### config.mk
export PLATFORM = sky130hd
export DESIGN_NAME = modbus_ram_read_framer
export DESIGN_NICKNAME = d
export VERILOG_FILES = /design/src/rtl/core/mrrf_pkg.sv /design/src/rtl/core/modbus_ram_read_framer.sv
export SDC_FILE = /design/constraint.sdc
export NUM_CORES = 1
export LEC_CHECK = 0
export BUFFER_PORTS_ARGS = -buffer_cell sky130_fd_sc_hd__buf_2
export CAP_MARGIN = 20
export CORE_AREA = 2 2 184 186
export DETAILED_ROUTE_END_ITERATION = 10
export DIE_AREA = 0 0 186 188
export GPL_ROUTABILITY_DRIVEN = 1
export MAX_ROUTING_LAYER = met4
export PLACE_DENSITY = 0.52
export SKIP_LAST_GASP = 1
export SLEW_MARGIN = 20
export SYNTH_ARGS = -nofsm -noshare
export SYNTH_HDL_FRONTEND = slang
export SYNTH_SLANG_ARGS = --single-unit
### constraint.sdc
create_clock -name clk -period 8.6 [get_ports clk]
set_clock_uncertainty 0.1 [all_clocks]
set_input_delay 0.43 -clock clk [delete_from_list [all_inputs] [get_ports clk]]
set_output_delay 0.43 -clock clk [all_outputs]
set_load 0.03 [all_outputs]
### src/rtl/core/mrrf_pkg.sv
// types, codes and crc step shared by the modbus ram read framer
package mrrf_pkg;

  // crc-16/modbus constants
  localparam logic [15:0] CRC_INIT = 16'hFFFF;
  localparam logic [15:0] CRC_POLY = 16'hA001;

  // reset values of the configuration registers
  localparam logic [7:0] DEVICE_ADDRESS_RESET = 8'h68;
  localparam logic [6:0] FUNCTION_CODE_RESET  = 7'h44;

  // reply bytes beyond the payload: device, function, count, crc low, crc high
  localparam int unsigned REPLY_OVERHEAD = 5;

  // request run length and number of bytes staged in the shift line
  localparam int unsigned REQ_LEN   = 7;
  localparam int unsigned REQ_STAGE = 5;

  // configuration register indexes
  localparam logic [1:0] REG_DEVICE_ADDRESS = 2'd0;
  localparam logic [1:0] REG_FUNCTION_CODE  = 2'd1;

  // unused mode code, ignored by the block
  localparam logic [1:0] MODE_RESERVED = 2'd3;

  typedef enum logic [1:0] {
    MODE_START   = 2'd0,
    MODE_RX      = 2'd1,
    MODE_TIMEOUT = 2'd2
  } mode_t;

  typedef enum logic [1:0] {
    KIND_REQUEST = 2'd0,
    KIND_PAYLOAD = 2'd1,
    KIND_STATUS  = 2'd2
  } kind_t;

  typedef enum logic [2:0] {
    ST_OK        = 3'd0,
    ST_SHORT     = 3'd1,
    ST_EXCEPTION = 3'd2,
    ST_HEADER    = 3'd3,
    ST_CRC       = 3'd4
  } status_t;

  typedef enum logic {
    PH_IDLE    = 1'b0,
    PH_RECEIVE = 1'b1
  } phase_t;

  // one result word
  typedef struct packed {
    kind_t      kind;
    logic [7:0] data;
    logic       last;
    status_t    status;
  } out_word_t;

  // one byte of crc-16/modbus, eight reflected bit steps
  function automatic logic [15:0] crc16_step(input logic [15:0] crc_in,
                                             input logic [7:0]  byte_in);
    logic [15:0] c;
    c = crc_in ^ {8'h00, byte_in};
    for (int k = 0; k < 8; k++) begin
      if (c[0]) begin
        c = (c >> 1) ^ CRC_POLY;
      end else begin
        c = c >> 1;
      end
    end
    return c;
  endfunction

endpackage

### src/rtl/core/modbus_ram_read_framer.sv
// modbus ram read framer: request builder, reply checker and output word queue
//
//  channel | direction | handshake          | contents
//  s_*     | in        | s_tvalid/s_tready  | command word: mode, address, count, rx byte
//  m_*     | out       | m_tvalid/m_tready  | request byte, payload byte or final status
//  cfg_*   | in        | cfg_valid/cfg_ready| register index and write data
//
// Each command word is decoded in its accept cycle; its results land in an
// output queue of up to seven words that drains one word per cycle while
// m_tready is high. A start gives seven words, so it holds the input until
// they have drained; received bytes give at most two words, timeouts one.
// The next word is taken while the last queued word is being taken.
// The request crc is built one byte per sent word from the queue head.
// Reset (rst, synchronous) empties the queue and returns to idle.
module modbus_ram_read_framer
  import mrrf_pkg::*;
(
  input  logic        clk,
  input  logic        rst,
  // command words
  input  logic        s_tvalid,
  output logic        s_tready,
  input  logic [31:0] s_tdata,   // read_addr[15:0], byte_count[23:16], rx_byte[31:24]
  input  logic [1:0]  s_tuser,   // mode[1:0]
  // result words
  output logic        m_tvalid,
  input  logic        m_tready,
  output logic [15:0] m_tdata,   // data_byte[7:0], status[10:8], zero[15:11]
  output logic [1:0]  m_tuser,   // kind[1:0]
  output logic        m_tlast,
  // configuration writes
  input  logic        cfg_valid,
  output logic        cfg_ready,
  input  logic [1:0]  cfg_index,
  input  logic [7:0]  cfg_data
);

  // configuration
  logic [7:0] device_address;
  logic [6:0] function_code;

  // reply tracking state
  phase_t      phase, phase_next;
  logic [8:0]  received_count, received_count_next;
  logic [7:0]  expected_payload, expected_payload_next;
  logic [15:0] running_crc, running_crc_next;
  logic [15:0] held_bytes, held_bytes_next;
  logic [7:0]  second_byte, second_byte_next;
  logic        header_bad, header_bad_next;

  // output queue
  out_word_t   words [REQ_STAGE];
  out_word_t   ld_words [REQ_STAGE];
  logic [2:0]  out_cnt;
  logic        out_req;
  logic [15:0] tx_crc;
  logic        ld_en;
  logic [2:0]  ld_cnt;
  logic        ld_req;
  out_word_t   head;

  logic accept, pop;

  // input field views
  logic [15:0] in_addr;
  logic [7:0]  in_count, in_rx;
  assign in_addr  = s_tdata[15:0];
  assign in_count = s_tdata[23:16];
  assign in_rx    = s_tdata[31:24];

  // handshakes
  assign cfg_ready = 1'b1;
  assign s_tready  = (out_cnt == 3'd0) || ((out_cnt == 3'd1) && m_tready);
  assign accept    = s_tvalid && s_tready;
  assign m_tvalid  = (out_cnt != 3'd0);
  assign pop       = m_tvalid && m_tready;

  // queue head, the two crc bytes of a request come from the tx crc
  always_comb begin
    head = words[0];
    if (out_req && (out_cnt <= 3'd2)) begin
      head.kind   = KIND_REQUEST;
      head.data   = (out_cnt == 3'd2) ? tx_crc[7:0] : tx_crc[15:8];
      head.last   = (out_cnt == 3'd1);
      head.status = ST_OK;
    end
  end

  assign m_tdata = {5'd0, head.status, head.data};
  assign m_tuser = head.kind;
  assign m_tlast = head.last;

  // decode of one command word
  always_comb begin
    logic [9:0]  n_total;
    logic [9:0]  i_plus2;
    logic [9:0]  i_plus1;
    logic        has_payload;
    logic        final_byte;
    status_t     st;
    out_word_t   pay_w, st_w;

    phase_next            = phase;
    received_count_next   = received_count;
    expected_payload_next = expected_payload;
    running_crc_next      = running_crc;
    held_bytes_next       = held_bytes;
    second_byte_next      = second_byte;
    header_bad_next       = header_bad;
    ld_en  = 1'b0;
    ld_cnt = 3'd0;
    ld_req = 1'b0;
    for (int k = 0; k < REQ_STAGE; k++) begin
      ld_words[k] = '{kind: KIND_REQUEST, data: 8'd0, last: 1'b0, status: ST_OK};
    end

    n_total     = {2'b00, expected_payload} + 10'(REPLY_OVERHEAD);
    i_plus2     = {1'b0, received_count} + 10'd2;
    i_plus1     = {1'b0, received_count} + 10'd1;
    has_payload = 1'b0;
    final_byte  = 1'b0;
    st          = ST_OK;
    pay_w = '{kind: KIND_PAYLOAD, data: in_rx, last: 1'b0, status: ST_OK};
    st_w  = '{kind: KIND_STATUS, data: 8'd0, last: 1'b0, status: ST_OK};

    if (accept) begin
      unique case (s_tuser)
        MODE_START: begin
          ld_en  = 1'b1;
          ld_cnt = 3'(REQ_LEN);
          ld_req = 1'b1;
          ld_words[0].data = device_address;
          ld_words[1].data = {1'b0, function_code};
          ld_words[2].data = in_addr[15:8];
          ld_words[3].data = in_addr[7:0];
          ld_words[4].data = in_count;
          phase_next            = PH_RECEIVE;
          received_count_next   = 9'd0;
          expected_payload_next = in_count;
          running_crc_next      = CRC_INIT;
          held_bytes_next       = 16'd0;
          second_byte_next      = 8'd0;
          header_bad_next       = 1'b0;
        end
        MODE_TIMEOUT: begin
          if (phase == PH_RECEIVE) begin
            ld_en  = 1'b1;
            ld_cnt = 3'd1;
            st_w.status = ST_SHORT;
            ld_words[0] = st_w;
            phase_next  = PH_IDLE;
          end
        end
        MODE_RX: begin
          if (phase == PH_RECEIVE) begin
            // header checks on the first three reply bytes
            if ((received_count == 9'd0) && (in_rx != device_address)) begin
              header_bad_next = 1'b1;
            end
            if (received_count == 9'd1) begin
              second_byte_next = in_rx;
              if (in_rx != {1'b0, function_code}) begin
                header_bad_next = 1'b1;
              end
            end
            if ((received_count == 9'd2) && (in_rx != expected_payload)) begin
              header_bad_next = 1'b1;
            end
            // body bytes feed the crc, trailing two are held
            if (i_plus2 < n_total) begin
              running_crc_next = crc16_step(running_crc, in_rx);
              has_payload      = (received_count >= 9'd3);
            end else if (i_plus2 == n_total) begin
              held_bytes_next[7:0] = in_rx;
            end else begin
              held_bytes_next[15:8] = in_rx;
            end
            received_count_next = i_plus1[8:0];
            final_byte          = (i_plus1 >= n_total);
            // final status in priority order
            if (second_byte_next == {1'b1, function_code}) begin
              st = ST_EXCEPTION;
            end else if (header_bad_next) begin
              st = ST_HEADER;
            end else if (held_bytes_next != running_crc_next) begin
              st = ST_CRC;
            end else begin
              st = ST_OK;
            end
            st_w.status = st;
            if (final_byte) begin
              phase_next = PH_IDLE;
            end
            if (has_payload && final_byte) begin
              ld_en  = 1'b1;
              ld_cnt = 3'd2;
              ld_words[0] = pay_w;
              ld_words[1] = st_w;
            end else if (has_payload) begin
              ld_en  = 1'b1;
              ld_cnt = 3'd1;
              ld_words[0] = pay_w;
            end else if (final_byte) begin
              ld_en  = 1'b1;
              ld_cnt = 3'd1;
              ld_words[0] = st_w;
            end
          end
        end
        default: begin
          // unused mode code, no result and no state change
        end
      endcase
    end
  end

  // control and state registers
  always_ff @(posedge clk) begin
    if (rst) begin
      device_address   <= DEVICE_ADDRESS_RESET;
      function_code    <= FUNCTION_CODE_RESET;
      phase            <= PH_IDLE;
      received_count   <= 9'd0;
      expected_payload <= 8'd0;
      running_crc      <= CRC_INIT;
      held_bytes       <= 16'd0;
      second_byte      <= 8'd0;
      header_bad       <= 1'b0;
      out_cnt          <= 3'd0;
      out_req          <= 1'b0;
      tx_crc           <= CRC_INIT;
    end else begin
      // register writes
      if (cfg_valid && cfg_ready) begin
        unique case (cfg_index)
          REG_DEVICE_ADDRESS: device_address <= cfg_data;
          REG_FUNCTION_CODE:  function_code  <= cfg_data[6:0];
          default: begin
          end
        endcase
      end
      phase            <= phase_next;
      received_count   <= received_count_next;
      expected_payload <= expected_payload_next;
      running_crc      <= running_crc_next;
      held_bytes       <= held_bytes_next;
      second_byte      <= second_byte_next;
      header_bad       <= header_bad_next;
      // queue count and request crc
      if (ld_en) begin
        out_cnt <= ld_cnt;
        out_req <= ld_req;
        tx_crc  <= CRC_INIT;
      end else if (pop) begin
        out_cnt <= out_cnt - 3'd1;
        if (out_req && (out_cnt > 3'd2)) begin
          tx_crc <= crc16_step(tx_crc, words[0].data);
        end
      end
    end
  end

  // queue words, shifted toward the head as they are taken
  always_ff @(posedge clk) begin
    if (ld_en) begin
      for (int k = 0; k < REQ_STAGE; k++) begin
        words[k] <= ld_words[k];
      end
    end else if (pop) begin
      for (int k = 0; k < REQ_STAGE - 1; k++) begin
        words[k] <= words[k + 1];
      end
    end
  end

endmodule

-- Word level (Yosys, flattened, before mapping)
Memories as Yosys holds them, arrays and structs flattened.
Index checks and enable logic that the tools add are counted.
- register bits after elaboration: 94
- memory bits (writable): 70
- input port bits: 49
- output and inout port bits: 22
- logic and storage cells: 243
- memories kept: 1
- add/sub/neg operators: 4
- $lt $le $gt $ge: 5
- eq/ne operators: 14
- multiplexer cells: 161
- bitwise gates (word level): 22
- reduce and logical (&&, ||, !) cells: 24
- memories (memory ; words ; width ; read ports ; clocked after memory_dff ; write ports ; RTL line ; source):
    words ; 5 ; 14 ; 5 ; 0 ; 5 ; modbus_ram_read_framer.sv:52 ; out_word_t words [REQ_STAGE];
- operators with widths (operator ; count):
    $mux 16 ; 82
    $mux 14 ; 10
    $mux 8 ; 14
    $pmux 16 s2 ; 2
    $mux 28 ; 2
    $not 2->3 ; 16
    $pmux 8 s2 ; 2
    $xor 16x8->16 ; 2
    $mux 1 ; 29
    $mux 3 ; 9
    $pmux 8 s3 ; 1
    $pmux 9 s2 ; 1
    $ne 16x16->1 ; 1
    $ne 8x8->1 ; 2
    $add 9x1->10 const B ; 1
    $add 9x2->10 const B ; 1
    $eq 10x9->1 ; 1
    $ge 10x9->1 ; 1
    $lt 10x9->1 ; 1
    $reduce_and 2->1 ; 5
    $add 8x3->9 const B ; 1
    $eq 9x1->1 const B ; 1
    $eq 9x2->1 const B ; 1
    $ge 9x2->1 const B ; 1
    28 further kinds ; 43

-- Longest topological paths before layout
- word-level depth: 60
- depth in mapped cells: 23
- depth with buffers taken out: 23

-- Worst setup path after synthesis
Ideal clock, no wire load.
- path kind: reg2reg
- start point: reg expected_payload[0]
- end point: mem words[0][0] (netlist name), enable pin
- setup time: 405 ps
- arrival: 4739 ps
- required time: 8095 ps
- slack: 3356 ps
- cell stages (with the launch flop): 17
- buffers on the path: 1
- clock period less this slack: 5244 ps
- cells stage by stage: dfxtp_1 > ha_1 > o2111ai_1 > or2_2 > ha_1 > o211ai_1 > or4_1 > nor2_1 > a221oi_2 > o31ai_1 > ha_1 > inv_1 > a21o_1 > a21oi_1 > nor3_1 > clkbuf_1 > nand2b_1
- RTL lines (element ; RTL line ; source):
    start, declared ; modbus_ram_read_framer.sv:45 ; logic [7:0] expected_payload, expected_payload_next;
    start signal, assigned ; modbus_ram_read_framer.sv:244 ; expected_payload <= expected_payload_next;
    end, declared ; modbus_ram_read_framer.sv:52 ;

==> run summary <==
Layout
- 3,534 — filler cell count
- 12.1% — share of final-layout standard cells stronger than drive strength 1
- 1,446 — Layout Cells excl Fill
- 1,064 — layout net count
- 0 — number of antenna cells inserted
- 14.7% — layout overhead on the synthesized area
- 9690 µm² — design area

STA
- 32.8% — worst rel slew slack
- 0 — final number of hold-violating endpoints
- no — RSZ-0062 raised after global routing
- 0 — # setup viols final
- 5.57 ns — Final Critical Period
- 64.8% — post-route clock period utilization
- 0 — final number of max-transition violations
- 1.01 ns — Worst Max-Slew Pin Slew
- 0 ns — accumulated negative setup slack
- 180 MHz — Achievable Freq

Status
- finished clean — result of the run

Clocking
- 2 — maximum number of buffers from clock root to sink
- sky130_fd_sc_hd__clkbuf_16 — master cell of the clock root buffer
- 4 — H-tree levels
- done — TritonCTS clock tree
- 0 — postcts setup bufs
- 0 — hold bufs inserted after CTS
- 0.06 ns — Clock transition at path regs
- 17 — total CTS buffers
- 143 — number of sinks handled by clock tree synthesis
- 0 — post-cts resize count
- 0.43 ns — Skew-Pair Late Insertion Delay

Critical path
- 0.53 ns — Slowest Stage Delay on Critical Path
- 5 — Buf/Inv on CP
- flip-flop — crit end category
- 23 — Register-to-Register Path Depth
- 48 — biggest fanout along the worst timing path
- 3.03 ns — slack of the worst reg-to-reg path
- sky130_fd_sc_hd__dfxtp_1 — Critical-path top delay cell
- reg2reg — worst setup path category
- 8.65 ns — data required time of the worst path
- 5.61 ns — Worst EP arrival
- received_count[0]$_SDFFE_PP0P_ — startpoint of the worst-slack reg-to-reg timing path
- flip-flop — element type at the critical path start
- words[0][7]$_DFFE_PP_ — Reg-to-Reg End
- inv_1 > ha_1 > ha_1 > a21boi_0 > o21ai_0 > nand2b_1 > maj3_1 > maj3_1 > or3_1 > o2111ai_1 > nand3_1 > inv_1 > ha_1 > inv_1 > a21o_1 > a21oi_1 > nor3_2 > buf_4 > nor2_4 > buf_4 > nor2_1 > o21ai_1 > o21ai_0 — Critical Path, Cell by Cell
- received_count[0]$_SDFFE_PP0P_ — Setup crit start
- words[0][7]$_DFFE_PP_ — worst setup path end
- 23 — Crit. path cell count
- adder cells — largest delay contributor family on the critical path

Route
- 5 — count of TritonRoute iterations in the first routing pass
- 15.9 µm — routed wirelength normalized by instance count
- 4.66 — per-cell via count in the routed design
- 0 — Antenna Nets Post-Route
- 0 — number of remaining DRC errors
- 23,000 µm — detailed-route wire length
- 392 — initial drt markers
- 6,735 — via count

Logic synthesis
- 143 — synthesis-stage register bit count
- 49 — EDFF count, synth
- 68 — distinct cell type count after synthesis
- 951 — count of mapped cells out of synthesis
- sky130_fd_sc_hd__dfxtp_1, sky130_fd_sc_hd__edfxtp_1, sky130_fd_sc_hd__xnor2_1 — biggest area contributors in the synthesized netlist
- sky130_fd_sc_hd__dfxtp_1 — cell type with the highest aggregate area in the netlist
- 22.3% — top-area cell type share of the netlist area
- 8.88 µm² — average instance area after synthesis
- 0 — number of warning messages in the yosys log
- sky130_fd_sc_hd__dfxtp_1 — flip-flop cell with the highest count after synthesis
- 39.7% — share of synthesized area occupied by flip-flops and latches
- 8450 µm² — synthesized cell area
- 0% — async set-reset flop share out of synthesis

Place
- 9150 µm² — total cell area at the placement stage
- 64 — total of buffers placed on input and output ports
- 0.908 — final estimated routing congestion in global placement
- 17,000 µm — Detail Placement HPWL
- 1,414 — cell total after placement

Floorplan
- 35,000 µm² — die outline area
- 188 µm — die span in y
- 33,100 µm² — Core Box Area
- 67 — number of cell rows
- 71 — I/O pin count
- 25.5% — effective utilization at floorplan
- 186 µm — horizontal die dimension

GRT
- 36,300 µm — first-pass GRT wire length
- 0 — gr ovfl total
- 6,682 — vias in the first global route
- 0 — number of antenna violations at the first check in global routing
- 79 — pin count of the biggest net entering global routing
- 13.7% — overall routing resource usage

Power
- 0.00221 W — total power after layout
- 0.000777 W — NetSw
- 0.00143 W — Cell Int Power
- 228 nW/µm² — total power divided by cell area
- 40.8% — Flop pwr share
- 35.2% — net switching fraction of the power
- 28.7% — Logic pwr share
- 0.000135 V — maximum VDD drop
- 30.5% — Clk network pwr share
- 3.74 nW — static leakage power

Flow run
- 0 — MaxCap Viol Count

Min path
- in2reg — class of the tightest hold or removal check

-- synthesized netlist by cell type, types with 3 or more instances --
cell	instances
sky130_fd_sc_hd__nand2_1	127
sky130_fd_sc_hd__dfxtp_1	94
sky130_fd_sc_hd__xnor2_1	77
sky130_fd_sc_hd__nor2_1	76
sky130_fd_sc_hd__o21ai_0	58
sky130_fd_sc_hd__edfxtp_1	49
sky130_fd_sc_hd__clkbuf_1	43
sky130_fd_sc_hd__xor2_1	38
sky130_fd_sc_hd__a22oi_1	37
sky130_fd_sc_hd__inv_1	37
sky130_fd_sc_hd__mux2i_1	33
sky130_fd_sc_hd__ha_1	30
sky130_fd_sc_hd__a21oi_1	27
sky130_fd_sc_hd__nand2b_1	21
sky130_fd_sc_hd__nand3_1	20
sky130_fd_sc_hd__o22ai_1	16
sky130_fd_sc_hd__o211ai_1	14
sky130_fd_sc_hd__nor3_1	13
sky130_fd_sc_hd__and2_1	10
sky130_fd_sc_hd__nand4_1	10
sky130_fd_sc_hd__nor4_1	7
sky130_fd_sc_hd__a211o_1	6
sky130_fd_sc_hd__a211oi_1	6
sky130_fd_sc_hd__a31oi_1	6
sky130_fd_sc_hd__buf_4	6
sky130_fd_sc_hd__or4_1	6
sky130_fd_sc_hd__nor3b_1	5
sky130_fd_sc_hd__a21o_1	4
sky130_fd_sc_hd__and3_1	4
sky130_fd_sc_hd__buf_1	4
sky130_fd_sc_hd__buf_2	4
sky130_fd_sc_hd__nor2b_1	4
sky130_fd_sc_hd__o31ai_1	4
sky130_fd_sc_hd__or3_1	4
sky130_fd_sc_hd__a221o_1	3
sky130_fd_sc_hd__and3b_1	3
sky130_fd_sc_hd__nand3b_1	3
sky130_fd_sc_hd__o2111ai_1	3
sky130_fd_sc_hd__or2_2	3
-- sequential cells by signal (all words and copies together) (netlist names) --
register and count:
received_count 9, held_bytes 16, out_cnt 3, tx_crc 16
out_req 1, function_code 7, expected_payload 8, header_bad 1
second_byte 8, words 49, phase 1, device_address 8
running_crc 16
-- worst min path at each step --
stage | start | endpoint | slack, ns | cells after the start
5_1_grt | cfg_data[3] | device_address[3]$_SDFFE_PP1P_ | 0.12 | 2
6_report | cfg_data[3] | device_address[3]$_SDFFE_PP1P_ | 0.13 | 2
2_1_floorplan | header_bad$_SDFFE_PP0P_ | header_bad$_SDFFE_PP0P_ | 0.36 | 2
3_5_place_dp | tx_crc[10]$_SDFFE_PP1P_ | tx_crc[2]$_SDFFE_PP1P_ | 0.39 | 2
4_1_cts | cfg_data[3] | device_address[3]$_SDFFE_PP1P_ | 0.11 | 2
3_3_place_gp | header_bad$_SDFFE_PP0P_ | header_bad$_SDFFE_PP0P_ | 0.37 | 2
-- kinds of logic after synthesis --
logic type	after synthesis	share of synthesized area, %
AOI/OAI and AO/OA	202	15.6
other	2	0.0889
xor gates and xnor gates	120	13.1
adders and majority gates	32	4.68
DFF	143	39.7
buffers and inverters	95	4.64
and+or+nand+nor	324	18.2
muxes	33	3.91
-- cell usage in the layout, fill, tap and decap left out, drive strengths merged, types with 7 or more instances in the layout --
cell type and instances:
nand2 128, dfxtp 94, xnor2 78, nor2 78
buf 69, o21ai 61, edfxtp 49, xor2 39
inv 39, a22oi 37, mux2i 33, ha 30
a21oi 28, nand2b 21, clkbuf 21, nand3 20
o22ai 16, o211ai 14, nor3 13, nand4 10
and2 10, nor4 9, or4 8, a211oi 7
clkinv 7
-- power groups by stage --
stage          clock, W  combinational [W]  sequential, W
2_1_floorplan         0           0.000486       0.000887
3_3_place_gp          0           0.000630       0.000915
3_5_place_dp          0           0.000637       0.000914
4_1_cts        0.000695           0.000641       0.000901
5_1_grt        0.000721           0.000700       0.000912
6_report       0.000675           0.000634       0.000901
-- routing by layer --
layer / GRT usage (%) / part of all wire [%]
met3: 2.23 / 3.3
met1: 16.6 / 45
met2: 23.0 / 49
met5: - / 0
met4: 5.09 / 2.5
-- worst reg2reg max path, cell delays in order (launching register included) --
cell and delay (ns):
sky130_fd_sc_hd__dfxtp_1 0.53, sky130_fd_sc_hd__inv_1 0.20, sky130_fd_sc_hd__ha_1 0.35, sky130_fd_sc_hd__ha_1 0.27, sky130_fd_sc_hd__a21boi_0 0.11, sky130_fd_sc_hd__o21ai_0 0.15, sky130_fd_sc_hd__nand2b_1 0.08, sky130_fd_sc_hd__maj3_1 0.33
sky130_fd_sc_hd__maj3_1 0.34, sky130_fd_sc_hd__or3_1 0.32, sky130_fd_sc_hd__o2111ai_1 0.11, sky130_fd_sc_hd__nand3_1 0.21, sky130_fd_sc_hd__inv_1 0.10, sky130_fd_sc_hd__ha_1 0.14, sky130_fd_sc_hd__inv_1 0.04, sky130_fd_sc_hd__a21o_1 0.16
sky130_fd_sc_hd__a21oi_1 0.18, sky130_fd_sc_hd__nor3_2 0.05, sky130_fd_sc_hd__buf_4 0.21, sky130_fd_sc_hd__nor2_4 0.27, sky130_fd_sc_hd__buf_4 0.43, sky130_fd_sc_hd__nor2_1 0.14, sky130_fd_sc_hd__o21ai_1 0.30, sky130_fd_sc_hd__o21ai_0 0.17
-- through the flow --
step	hold slack (ns)	util, %	setup slack, ns
global route	0.118	29.3	2.54
CTS	0.112	29.3	3.07
finish	0.129	29.3	3.03
detailed placement	0.386	27.6	3.09
global placement	0.374	27.6	3.18
floorplan	0.364	-	3.36
-- area by class of cell --
cell class / count / area (µm²) / area share [%]
multi-input cells: 717 / 4740 / 48.9
flip-flops and latches: 143 / 3350 / 34.6
well taps: 448 / 561 / 5.79
clock buffers: 21 / 450 / 4.65
repair buffers: 69 / 358 / 3.69
inverters: 37 / 139 / 1.43
clock inverters: 11 / 86.3 / 0.891
No activity file was read; power rests on OpenSTA's default activity.
